## config.mk

```make
export PLATFORM = sky130hd
export DESIGN_NAME = kwat_ctrl
export DESIGN_NICKNAME = d
export VERILOG_FILES = /design/src/rtl/kwat_pkg.sv /design/src/rtl/kwat_ctrl.sv
export SDC_FILE = /design/constraint.sdc
export NUM_CORES = 1
export LEC_CHECK = 0
export BUFFER_PORTS_ARGS = -buffer_cell sky130_fd_sc_hd__buf_2
export CORE_UTILIZATION = 37
export DETAILED_ROUTE_END_ITERATION = 6
export GPL_TIMING_DRIVEN = 0
export PLACE_DENSITY = 0.69
export SLEW_MARGIN = 20
export SYNTH_ARGS = -nofsm -noshare
export SYNTH_HDL_FRONTEND = slang
export SYNTH_SLANG_ARGS = --single-unit
export TNS_END_PERCENT = 30
```

## constraint.sdc

```tcl
create_clock -name clk -period 6.3 [get_ports clk]
set_clock_uncertainty 0.2 [all_clocks]
set_input_delay 0.315 -clock clk [delete_from_list [all_inputs] [get_ports clk]]
set_output_delay 0.315 -clock clk [all_outputs]
set_load 0.03 [all_outputs]
```

## src/rtl/kwat_pkg.sv

```systemverilog
// ----------------------------------------------------------------------------
// kwat_pkg
// Shared widths, types and status codes for the keyed weight accumulate table.
// ----------------------------------------------------------------------------
package kwat_pkg;

    localparam int IDX_W    = 32;
    localparam int WT_W     = 32;
    localparam int KEY_W    = IDX_W + 1;
    localparam int ACC_W    = 48;
    localparam int SLOT_W   = 8;
    localparam int COUNT_W  = 9;
    localparam int STATUS_W = 2;

    typedef logic [IDX_W-1:0]   idx_t;
    typedef logic [WT_W-1:0]    wt_t;
    typedef logic [KEY_W-1:0]   key_t;
    typedef logic [ACC_W-1:0]   acc_t;
    typedef logic [SLOT_W-1:0]  slot_t;
    typedef logic [COUNT_W-1:0] count_t;

    // Result status codes
    typedef enum logic [STATUS_W-1:0] {
        STATUS_UPDATED = 2'd0,
        STATUS_ADDED   = 2'd1,
        STATUS_DROPPED = 2'd2
    } status_t;

    // One result item
    typedef struct packed {
        slot_t   slot;
        acc_t    total_weight;
        count_t  entry_count;
        status_t status;
    } result_t;

endpackage

```

## src/rtl/kwat_ctrl.sv

```systemverilog
// ----------------------------------------------------------------------------
// kwat_ctrl
// Search sequencer: walks the key RAM one slot per cycle through a single
// key comparator, then a saturating read-modify-write on a hit, else append or drop.
// ----------------------------------------------------------------------------
module kwat_ctrl #(
    parameter int CAPACITY = 256
) (
    input  logic                      clk,
    input  logic                      rst_n,
    // input item
    input  logic                      in_valid,
    output logic                      in_ready,
    input  kwat_pkg::idx_t            in_index,
    input  logic                      in_center,
    input  kwat_pkg::wt_t             in_weight,
    // key RAM
    output logic                      key_we,
    output logic [$clog2(CAPACITY)-1:0] key_waddr,
    output kwat_pkg::key_t            key_wdata,
    output logic                      key_re,
    output logic [$clog2(CAPACITY)-1:0] key_raddr,
    input  kwat_pkg::key_t            key_rdata,
    // weight RAM
    output logic                      wt_we,
    output logic [$clog2(CAPACITY)-1:0] wt_waddr,
    output kwat_pkg::acc_t            wt_wdata,
    output logic                      wt_re,
    output logic [$clog2(CAPACITY)-1:0] wt_raddr,
    input  kwat_pkg::acc_t            wt_rdata,
    // result
    output logic                      res_valid,
    input  logic                      res_ready,
    output kwat_pkg::result_t         res
);

    localparam int AW = $clog2(CAPACITY);
    localparam int CW = $clog2(CAPACITY + 1);
    localparam logic [CW-1:0] CAP_COUNT = CW'(CAPACITY);

    typedef enum logic [3:0] {
        ST_IDLE   = 4'b0001,
        ST_SEARCH = 4'b0010,
        ST_ADD    = 4'b0100,
        ST_DONE   = 4'b1000
    } state_t;

    state_t              state_reg, state_next;
    logic [CW-1:0]       idx_reg, idx_next;
    logic                pend_reg, pend_next;
    logic [AW-1:0]       pend_idx_reg, pend_idx_next;
    logic [CW-1:0]       count_reg, count_next;
    logic [AW-1:0]       slot_reg, slot_next;
    kwat_pkg::key_t      key_reg, key_next;
    kwat_pkg::wt_t       wt_reg, wt_next;
    kwat_pkg::result_t   res_reg, res_next;

    logic                issue;
    logic                hit;
    logic [CW-1:0]       count_inc;
    logic [kwat_pkg::ACC_W:0] sum;
    kwat_pkg::acc_t      total_sat;

    // Shared key comparator and saturating adder
    assign issue     = (idx_reg < count_reg);
    assign hit       = pend_reg && (key_rdata == key_reg);
    assign count_inc = count_reg + 1'b1;
    assign sum       = {1'b0, wt_rdata} + {{(kwat_pkg::ACC_W + 1 - kwat_pkg::WT_W){1'b0}}, wt_reg};
    assign total_sat = sum[kwat_pkg::ACC_W] ? {kwat_pkg::ACC_W{1'b1}}
                                            : sum[kwat_pkg::ACC_W-1:0];

    // Sequencer
    always_comb
    begin
        state_next    = state_reg;
        idx_next      = idx_reg;
        pend_next     = pend_reg;
        pend_idx_next = pend_idx_reg;
        count_next    = count_reg;
        slot_next     = slot_reg;
        key_next      = key_reg;
        wt_next       = wt_reg;
        res_next      = res_reg;
        key_we        = 1'b0;
        key_waddr     = count_reg[AW-1:0];
        key_wdata     = key_reg;
        key_re        = 1'b0;
        key_raddr     = idx_reg[AW-1:0];
        wt_we         = 1'b0;
        wt_waddr      = count_reg[AW-1:0];
        wt_wdata      = {{(kwat_pkg::ACC_W - kwat_pkg::WT_W){1'b0}}, wt_reg};
        wt_re         = 1'b0;
        wt_raddr      = pend_idx_reg;

        case (state_reg)
            ST_IDLE:
            begin
                if (in_valid)
                begin
                    key_next   = {in_center, in_index};
                    wt_next    = in_weight;
                    idx_next   = '0;
                    pend_next  = 1'b0;
                    state_next = ST_SEARCH;
                end
            end

            ST_SEARCH:
            begin
                // issue the next key read while comparing the previous one
                key_re        = issue;
                pend_next     = issue;
                pend_idx_next = idx_reg[AW-1:0];
                if (issue)
                begin
                    idx_next = idx_reg + 1'b1;
                end

                if (hit)
                begin
                    wt_re      = 1'b1;
                    slot_next  = pend_idx_reg;
                    state_next = ST_ADD;
                end
                else if (!issue)
                begin
                    if (count_reg < CAP_COUNT)
                    begin
                        // append a new entry
                        key_we     = 1'b1;
                        wt_we      = 1'b1;
                        count_next = count_inc;
                        res_next.slot         = kwat_pkg::slot_t'(count_reg[AW-1:0]);
                        res_next.total_weight = wt_wdata;
                        res_next.entry_count  = kwat_pkg::count_t'(count_inc);
                        res_next.status       = kwat_pkg::STATUS_ADDED;
                    end
                    else
                    begin
                        // table full, drop
                        res_next.slot         = '0;
                        res_next.total_weight = '0;
                        res_next.entry_count  = kwat_pkg::count_t'(count_reg);
                        res_next.status       = kwat_pkg::STATUS_DROPPED;
                    end
                    state_next = ST_DONE;
                end
            end

            ST_ADD:
            begin
                wt_we                 = 1'b1;
                wt_waddr              = slot_reg;
                wt_wdata              = total_sat;
                res_next.slot         = kwat_pkg::slot_t'(slot_reg);
                res_next.total_weight = total_sat;
                res_next.entry_count  = kwat_pkg::count_t'(count_reg);
                res_next.status       = kwat_pkg::STATUS_UPDATED;
                state_next            = ST_DONE;
            end

            ST_DONE:
            begin
                if (res_ready)
                begin
                    state_next = ST_IDLE;
                end
            end

            default:
            begin
                state_next = ST_IDLE;
            end
        endcase
    end

    assign in_ready  = (state_reg == ST_IDLE);
    assign res_valid = (state_reg == ST_DONE);
    assign res       = res_reg;

    // Control state
    always_ff @(posedge clk or negedge rst_n)
    begin
        if (!rst_n)
        begin
            state_reg <= ST_IDLE;
            pend_reg  <= 1'b0;
            count_reg <= '0;
        end
        else
        begin
            state_reg <= state_next;
            pend_reg  <= pend_next;
            count_reg <= count_next;
        end
    end

    // Payload
    always_ff @(posedge clk)
    begin
        idx_reg      <= idx_next;
        pend_idx_reg <= pend_idx_next;
        slot_reg     <= slot_next;
        key_reg      <= key_next;
        wt_reg       <= wt_next;
        res_reg      <= res_next;
    end

`ifndef ASSERT_OFF
    a_count_bound: assert property (@(posedge clk) disable iff (!rst_n)
        count_reg <= CAP_COUNT)
        else $error("entry count above capacity");

    a_count_step: assert property (@(posedge clk) disable iff (!rst_n)
        (count_reg == $past(count_reg)) || (count_reg == $past(count_reg) + 1'b1))
        else $error("entry count moved by more than one");

    a_drop_only_full: assert property (@(posedge clk) disable iff (!rst_n)
        (res_valid && (res_reg.status == kwat_pkg::STATUS_DROPPED)) |->
        (count_reg == CAP_COUNT))
        else $error("item dropped with room left");

    a_append_at_end: assert property (@(posedge clk) disable iff (!rst_n)
        key_we |-> ((count_reg < CAP_COUNT) && (key_waddr == count_reg[AW-1:0])))
        else $error("new key written outside the append slot");
`endif

endmodule

```

Word level (Yosys, flattened, before mapping) --
Index checks and enable logic that the tools add are counted.
Storage, ports and cells: input bits 150, memory bits (read-only) 0, bits in writable memories 0, memories kept 0, bits in latches 0, bits in registers 171, logic and storage cells 65
Cells by class: bitwise logic cells 2, shift operators 0, divide/modulo/power cells 0, eq/ne operators 11, mux-type cells 25, $lt $le $gt $ge 2, multipliers 0, reduce and logical (&&, ||, !) cells 10, add/subtract/negate cells 3
Operator list (count):
- two-way mux 67 bit | 3
- case mux 67 bit (2 select lines) | 1
- two-way mux 48 bit | 2
- adder 48 x 32 -> 49 bit | 1
- == test 33 bit | 1
- adder 9 x 1 -> 9 bit (second input constant) | 2
- two-way mux 9 bit | 2
- case mux 9 bit (2 select lines) | 1
- two-way mux 4 bit | 4
- case mux 4 bit (4 select lines) | 1
- < comparator 9 bit | 1
- < comparator 9 bit (second input constant) | 1
- AND reduction 3 bit | 3
- two-way mux 1 bit | 8
- two-way mux 8 bit | 1
- != test 2 bit (second input constant) | 4
- AND reduction 2 bit | 3
- == test 4 x 1 -> 1 bit (second input constant) | 1
- == test 4 x 2 -> 1 bit (second input constant) | 1
- == test 4 x 3 -> 1 bit (second input constant) | 1
- == test 4 bit (second input constant) | 1
- case mux 1 bit (2 select lines) | 2
- AND reduction 4 bit | 1
- nonzero test 2 bit | 2
- 4 further kinds | 5

Depth between registers and ports, before layout --
Gate-level depths: netlist (run 1).
depth in word-level cells 5, mapped depth 12

Worst setup path after synthesis (run 1) --
OpenSTA, ideal clock, no wires.
path kind reg-to-reg, start point register state_reg[3], end point register res_reg (netlist bit res[0]), enable pin, path buffers 0, period minus slack after synthesis 3998 ps, arrival time 3360 ps, required time 5663 ps, setup slack 2302 ps, stages on the path, launching flop included 7, path through dfrtp_1 -> nor2_1 -> nand3b_1 -> inv_1 -> nand2b_1 -> nor3_1 -> nand2b_1
On the way: cells in the longest elaborated chain, start to end 3, elaborated cells on any way between the ends 6
Ends and longest elaborated chain:
- start, declared | line kwat_ctrl.sv:48 | state_t state_reg, state_next;
- start signal, assigned | line kwat_ctrl.sv:192 | state_reg <= state_next;
- == test 4 x 2 -> 1 bit / == test 4 x 3 -> 1 bit (equally long branches) | line kwat_ctrl.sv:95 | case (state_reg)
- != test 2 bit (no source line) / nonzero test 2 bit (equally long branches)
- AND reduction 3 bit (no source line) (*)
- end signal, assigned | line kwat_ctrl.sv:206 | res_reg <= res_next;
- end, declared | line kwat_ctrl.sv:56 | kwat_pkg::result_t res_reg, res_next;
Mark *: on every way between the ends. The rest lies on a longest branch, timed or not. A chain may end at the register's enable or synchronous reset.

Worst setup path after layout (run 1) --
start point register wt_reg[0], end point output wt_wdata[29]
On the way: cells in the longest elaborated chain, start to end 3
Ends and longest elaborated chain:
- start, declared | line kwat_ctrl.sv:55 | kwat_pkg::wt_t wt_reg, wt_next;
- start signal, assigned | line kwat_ctrl.sv:205 | wt_reg <= wt_next;
- adder 48 x 32 -> 49 bit | line kwat_ctrl.sv:68 | assign sum = {1'b0, wt_rdata} + {{(kwat_pkg::ACC_W + 1 - kwat_pkg::WT_W){1'b0}}, wt_reg};
- two-way mux 48 bit | line kwat_ctrl.sv:69 | assign total_sat = sum[kwat_pkg::ACC_W] ? {kwat_pkg::ACC_W{1'b1}}
- two-way mux 48 bit | line kwat_ctrl.sv:95
- end, declared | line kwat_ctrl.sv:27 | output kwat_pkg::acc_t wt_wdata,
Every way passes these cells.

==> results of run 1 <==
power breakdown:
group          internal [mW]  leakage, nW  total (mW)  switching [mW]
clock                  0.543        0.298        1.10           0.559
combinational          0.503         3.98        1.45           0.943
sequential              1.47         1.62        1.61           0.145
cells by family after synthesis:
kind of cell,after synthesis,share of synthesized area [%]
muxes,6,0.628
adders and majority gates,45,5.85
xor gates and xnor gates,78,7.00
AOI/OAI and AO/OA,210,14.2
buffers and inverters,86,4.59
DFF,171,51.9
and+or+nand+nor,333,15.9
path summary, 6_finish.rpt:
| kind | startpoint | to | slack, ns | depth (start not counted) |
|---|---|---|---|---|
| setup / recovery | wt_reg[0] | wt_wdata[29] | 1.44 | 12 |
| hold / removal | wt_rdata[45] | res[56] | 0.07 | 3 |
| setup reg to reg | wt_reg[0] | res[36] | 2.07 | 11 |
| hold reg to reg | wt_raddr[4] | slot_reg[4] | 0.26 | 0 |
| max in group asynchronous | rst_n | state_reg[0] | 5.46 | 2 |
| min in group asynchronous | rst_n | count_reg[5] | 0.14 | 2 |
cell type report:
cell class	instances	area share, %
inverter	19	0.558
timing repair buffer	405	18.3
sequential	171	38.3
clock buffer	17	3.22
buffer	67	2.85
multi-input combinational	672	32.2
clock inverter	15	1.45
tap	335	3.17
antenna	1	0.0189
what timing repair did:
action,4_1_cts,5_1_grt
hold endpoints to repair,81,0
resized for setup,0,0
hold buffers,68,0
stage by stage:
stage / total power, mW / util (%) / std cells / setup WS (ns) / instance area (um2)
after floorplan: 2.58 / - / 929 / 2.30 / 9760
after global placement: 3.00 / 45.6 / 1599 / 0.628 / 11900
after detailed placement: 3.03 / 45.9 / 1601 / 1.93 / 11900
after CTS: 4.16 / 50.9 / 1701 / 1.44 / 13200
after global routing: 4.35 / 50.9 / 1702 / 1.22 / 13200
final: 4.16 / 50.9 / 1702 / 1.44 / 13200
synthesized netlist by cell type, types with 2 or more instances:
| library cell | count | area share [%] |
|---|---|---|
| nor3_1 | 21 | 1.1 |
| a221o_1 | 2 | 0.21 |
| or2_2 | 3 | 0.19 |
| edfxtp_1 | 157 | 48 |
| nand2b_1 | 10 | 0.64 |
| a211oi_1 | 10 | 0.77 |
| buf_1 | 3 | 0.12 |
| nand3b_1 | 2 | 0.15 |
| a21boi_0 | 3 | 0.23 |
| nor4_1 | 10 | 0.64 |
| a22o_1 | 6 | 0.54 |
| or3_1 | 4 | 0.26 |
| nand2_1 | 152 | 5.8 |
| o21ai_0 | 52 | 2.7 |
| buf_4 | 32 | 2.5 |
| clkbuf_1 | 28 | 1.1 |
| and3_1 | 15 | 0.96 |
| and4_1 | 7 | 0.63 |
| nor2b_1 | 5 | 0.32 |
| dfrtp_1 | 13 | 3.3 |
| nor2_1 | 51 | 2.0 |
| buf_2 | 4 | 0.21 |
| xnor2_1 | 34 | 3.1 |
| mux2i_1 | 5 | 0.51 |
| a311oi_1 | 8 | 0.72 |
| and2_1 | 13 | 0.83 |
| xor2_1 | 44 | 3.9 |
| a21oi_1 | 51 | 2.6 |
| a31oi_1 | 15 | 0.96 |
| o21bai_1 | 4 | 0.31 |
| nand3_1 | 23 | 1.2 |
| o211ai_1 | 2 | 0.15 |
| o21a_1 | 6 | 0.46 |
| a21o_1 | 31 | 2.4 |
| a211o_1 | 2 | 0.18 |
| o31ai_1 | 2 | 0.15 |
| ha_1 | 44 | 5.6 |
| inv_1 | 19 | 0.73 |
| nand4_1 | 14 | 0.90 |
worst reg2reg max path: cells and delay by family (launching register included):
kind | cells | cell delay, ns
buffers and inverters | 2 | 0.82
flip-flops | 1 | 0.45
adder cells (fa/ha/maj) | 2 | 0.70
AND/OR/NAND/NOR | 2 | 0.38
AO/OA/AOI/OAI | 5 | 1.41
routing by layer:
| metal | global-route usage (%) | part of all wire [%] |
|---|---|---|
| met5 | 0 | 0.031 |
| met4 | 9.80 | 2.9 |
| met3 | 3.57 | 6.8 |
| met2 | 42.3 | 50 |
| met1 | 28.1 | 40 |
==> metrics.md, run 1 <==
| Metric | Value |
|---|---|
| Skew-Pair Late Insertion Delay | 0.44 ns |
| # IOs | 336 |
| Cell chain of the critical path | ha_1, fa_1, a21o_1, a221oi_4, o21ai_0, o2111ai_1, a311o_1, clkbuf_1, nor2_1, inv_1, nand3_1, buf_2 |
| Most frequent cells in the layout | buf_2, edfxtp_1, nand2_1, dlygate4sd3_1, o21ai_0 |
| Lkg Pwr | 5.90 nW |
| WL per Instance | 19.2 um |
| Vias per cell | 5.37 |
| Actual slew at the worst max-slew pin | 0.896 ns |
| Fmax | 0.206 GHz |
| Final Cycle Share | 77.2% |
| Clk sink count | 171 |
| Post-synth cell types | 61 |
| FP Rows | 59 |
| Grt ovf | 0 |
| WP data arrival | 4.35 ns |
| Seq cells post-synth | 171 |
| Hold Slack | 0.0666 ns |
| Slew margin rel. | 39.8% |
| Die H | 164 um |
| Asr flop ratio synth | 8.19% |
| Total die area | 27,000 um2 |
| Filler cells | 2,341 |
| Critical path class | register to output port |
| Hold WC Path Type | primary input to register |
| Final hold vios | 0 |
| CP max stage delay | 0.60 ns |
| Number of global-route vias before repair | 8,838 |
| Synth Net Count | 1,124 |
| Commonest non-fill, non-tap cell in the layout | buf_2 |
| H-tree levels | 4 |
| Buf/Inv on CP | 3 |
| Pwr Density | 315 nW/um2 |
| Post-synth EDFFs | 157 |
| Initial antenna violation count | 2 |
| CTS tree | yes |
| Port buffer count | 335 |
| Pins Over Slew Limit | 0 |
| Post-route minimum period | 4.86 ns |
| Initial DRT Pass Iterations | 6 |
| Max FFs per register | 67 |
| Syn-to-layout area delta | 35.5% |
| Ys flop type | edfxtp_1 |
| Gr usage total | 23.6% |
| Clock root buffer | clkbuf_16 |
| CP Max Fanout | 10 |
| Largest net degree at the start of global routing | 54 |
| Worst EP required | 5.78 ns |
| Routed WL | 32,600 um |
| Vias | 9,140 |
| Multi-input gate area | 4250 um2 |
| Area of the core | 26,000 um2 |
| Post-synthesis cell area | 9760 um2 |
| CP top delay family | compound AO/OA/AOI/OAI gates |
| Iteration-0 DRC Markers | 924 |
| Fin Setup TNS | 0 ns |
| Status | complete, no violations |
| Sequential share of the synthesized area | 51.9% |
| Setup violators final | 0 |
| # Max-Cap Violations | 0 |
| Initial Util | 37.5% |
| Post-route antenna net violation count | 0 |
| Die Width | 164 um |
| Mapped Cells | 929 |
| Global-route wire length before repair | 47,700 um |
| Final net count | 1,548 |
| FF/Latch Area | 5070 um2 |
| DP HPWL | 24,100 um |
| GPL Wtd Cong | 0.909 |
| Syn avg cell area | 10.5 um2 |
| Maximum clock path buffer count | 2 |
| Critical Path Sink Type | output port |
| Post-CTS Setup Inserts | 0 |
| RSZ-0062 raised after global routing | no |
| Clock-pin slew on the worst setup and hold paths | 0.08 ns |
| Synth Warn # | 0 |
| Critical path startpoint category | register |
| Share of layout cells above drive strength 1 | 30.6% |
| Drt drc | 0 |
| Total CTS buffers | 17 |
| CP max-delay cell | clkbuf_1 |
| Max IR drop VDD | 0.000333 V |
Power figures use the tool's default switching activity.
==> run 2, diff against run 1 <==
Settings changed: PLACE_DENSITY 0.69 to 0.71.
Clock period 6.3 ns to 4.3 ns, I/O delays scaled along.
==> run 2 against run 1 <==
  * Sequential cell count unchanged
  * Via count down 0.54%
  * Sequential share of layout area down 0.97 points
  * Power up 48%
  * Die area unchanged
  * Cell count up 0.94%
  * Non-clock buffer count up 17
  * Critical path depth up 2
  * Combinational power up 52%
  * Clock power up 46%
  * Critical path type unchanged
  * Critical endpoint is now wt_wdata[18]
  * Largest cell class unchanged
  * Largest power group unchanged
==> metrics.md, run 2 (synthesis results as in run 1) <==
| Metric | Value |
|---|---|
| Status | complete, no violations |
| NetSw | 2.45 mW (+49%) |
| Clock root buffer | clkbuf_16 |
| CP Max Fanout | 10 (unchanged) |
| Core Util, Final | 52.2% (+1.3 points) |
| Pwr Density | 455 nW/um2 (+45%) |
| Final Cycle Share | 98.4% |
| CTS tree | yes |
| # IOs | 336 (unchanged) |
| Cell chain of the critical path | ha_4, fa_2, a21o_1, a221oi_4, o22ai_4, o21a_4, a2111oi_4, buf_4, buf_4, or3_4, buf_12, a21oi_1, a21o_1, buf_2 |
| # Max-Cap Violations | 0 (unchanged) |
| Critical Path Sink Type | output port |
| Drt drc | 0 (unchanged) |
| WP data arrival | 3.82 ns (-0.53 ns) |
| Post-route minimum period | 4.23 ns |
| Share of layout cells above drive strength 1 | 33.3% (+2.7 points) |
| DR WL met3 | 2090 um (-6.0%) |
| Sequential share of power | 38.3% (-0.5 points) |
| Reg2reg path depth | 7 (-4) |
| Vias per cell | 5.29 (-1.5%) |
| Hold WC Path Type | primary input to asynchronous set/reset pin |
| Port buffer count | 335 (unchanged) |
| RSZ-0062 raised after global routing | yes |
| Largest net degree at the start of global routing | 51 (-5.6%) |
| Final hold vios | 0 (unchanged) |
| Syn-to-layout area delta | 39.0% |
| Most frequent cells in the layout | buf_2, edfxtp_1, nand2_1, dlygate4sd3_1, buf_4 |
| DR WL met2 | 16,500 um (+0.43%) |
| Commonest non-fill, non-tap cell in the layout | buf_2 |
| Initial DRT Pass Iterations | 7 (+1) |
| WL per Instance | 19.0 um (-0.80%) |
| Fmax | 0.236 GHz |
| Skew-Pair Late Insertion Delay | 0.45 ns (about the same) |
| Lkg Pwr | 6.03 nW (+2.1%) |
| Setup violators final | 0 (unchanged) |
| Top sig layer | met5 |
| Clk network pwr share | 26.1% (-0.4 points) |
| Max FFs per register | 67 (unchanged) |
| Pins Over Slew Limit | 0 (unchanged) |
| Maximum clock path buffer count | 2 (unchanged) |
| Area of the core | 26,000 um2 (unchanged) |
| Clock-pin slew on the worst setup and hold paths | 0.08 ns (about the same) |
| Inserted Diodes | 0 (-1) |
| Final net count | 1,565 (+1.1%) |
| Clk sink count | 171 (unchanged) |
| Slew margin rel. | 41.5% (+1.7 points) |
| Vias | 9,091 (-0.54%) |
| Actual slew at the worst max-slew pin | 0.869 ns (-0.0262 ns) |
| Global-route wire length before repair | 47,500 um (-0.43%) |
| Metal-1 WL | 13,300 um (+1.7%) |
| Iteration-0 DRC Markers | 823 (-11%) |
| CP max-delay cell | edfxtp_1 |
| Grt ovf | 0 (unchanged) |
| Combinational Power Share | 35.6% (+0.9 points) |
| FP Rows | 59 (unchanged) |
| Total die area | 27,000 um2 (unchanged) |
| Gr usage total | 23.5% (-0.10 points) |
| Worst EP required | 3.88 ns (-1.90 ns) |
| Internal power | 3.73 mW (+48%) |
| Die H | 164 um (unchanged) |
| Initial Util | 37.5% (unchanged) |
| Routed WL | 32,700 um (+0.13%) |
| Post-route cell area | 13,600 um2 (+2.6%) |
| Critical path class | register to output port |
| Placed cell areas | 11,900 um2 (about the same) |
| Switching share of total power | 39.7% (+0.090 points) |
| CP max stage delay | 0.44 ns (-0.16 ns) |
| Post-route antenna net violation count | 0 (unchanged) |
| Die Width | 164 um (unchanged) |
| H-tree levels | 4 (unchanged) |
| Max IR drop VDD | 0.000341 V (+2.3%) |
| DP HPWL | 24,000 um (-0.14%) |
| Initial antenna violation count | 1 (-1) |
| Critical path startpoint category | register |
| Total CTS buffers | 17 (unchanged) |
| GPL Wtd Cong | 0.934 (+2.8%) |
| Number of global-route vias before repair | 8,672 (-1.9%) |
-- run 2: cell count changes in the layout (fill, tap and decap cells not counted), moves of 4 or more --
cell / before / now
o21ai_0: 52 / 30
buf_4: 32 / 52
o21ai_1: 0 / 18
clkbuf_1: 28 / 20
buf_2: 339 / 332
dlygate4sd3_1: 68 / 74
o21ai_2: 0 / 4
-- run 2: power groups by stage --
| stage | clock network [mW] | registers (mW) | logic [mW] |
|---|---|---|---|
| floorplan | 0 | 2.59 | 1.19 |
| global placement | 0 | 2.42 | 1.97 |
| detailed placement | 0 | 2.39 | 2.03 |
| CTS | 1.62 | 2.36 | 2.12 |
| global route | 1.68 | 2.39 | 2.37 |
| finish | 1.61 | 2.37 | 2.20 |
-- run 2: final timing paths --
kind | start | endpoint | slack [ns]
max | wt_reg[0] | wt_wdata[18] | 0.07
min | rst_n | pend_reg | 0.03
max reg2reg | state_reg[2] | res[28] | 0.66
min reg2reg | wt_raddr[1] | slot_reg[1] | 0.25
max in group asynchronous | rst_n | state_reg[0] | 3.56
min in group clk | wt_rdata[33] | res[44] | 0.03
-- run 2: repair_timing --
item	4_1_cts	5_1_grt
gates resized for setup	20	53
buffers inserted	6	11
endpoints found under the setup margin	48	42
endpoints found under the hold margin	89	0
pin swaps	4	14
hold buffers	74	0
-- run 2: worst max-delay path, delay by kind of cell (launching register included) --
kind                     cells  cell delay [ns]
flip-flops                   1             0.44
AND/OR/NAND/NOR              1             0.14
adder cells (fa/ha/maj)      2             0.61
AO/OA/AOI/OAI                7             1.53
buffers and inverters        4             0.64
-- run 2: layer usage --
layer | track usage, % | vias up
li1 | - | 4261
met2 | 42.4 | 436
met4 | 7.92 | 2
met1 | 28.4 | 4325
met5 | 0 | -
met3 | 3.69 | 67
-- run 2: metrics by stage --
step                setup WS [ns]  total power, mW  setup TNS (ns)  hold WS (ns)  instances
floorplan                   0.302             3.78               0        -0.281        929
global placement            -1.29             4.39          -86.81       -0.0712       1599
detailed placement       -0.00764             4.43        -0.00764       -0.0618       1601
CTS                      -0.00391             6.11        -0.00391       0.00936       1708
global route              -0.0284             6.44         -0.0955        0.0296       1718
finish                     0.0679             6.18               0        0.0274       1718
-- run 2: layout make-up --
class	instances	area [um2]
plain buffers	61	380
fillers	2288	12400
repair buffers	428	2610
flip-flops and latches	171	5070
well taps	335	419
clock inverters	15	186
inverters	19	73.8
clock buffers	17	425
multi-input cells	672	4400
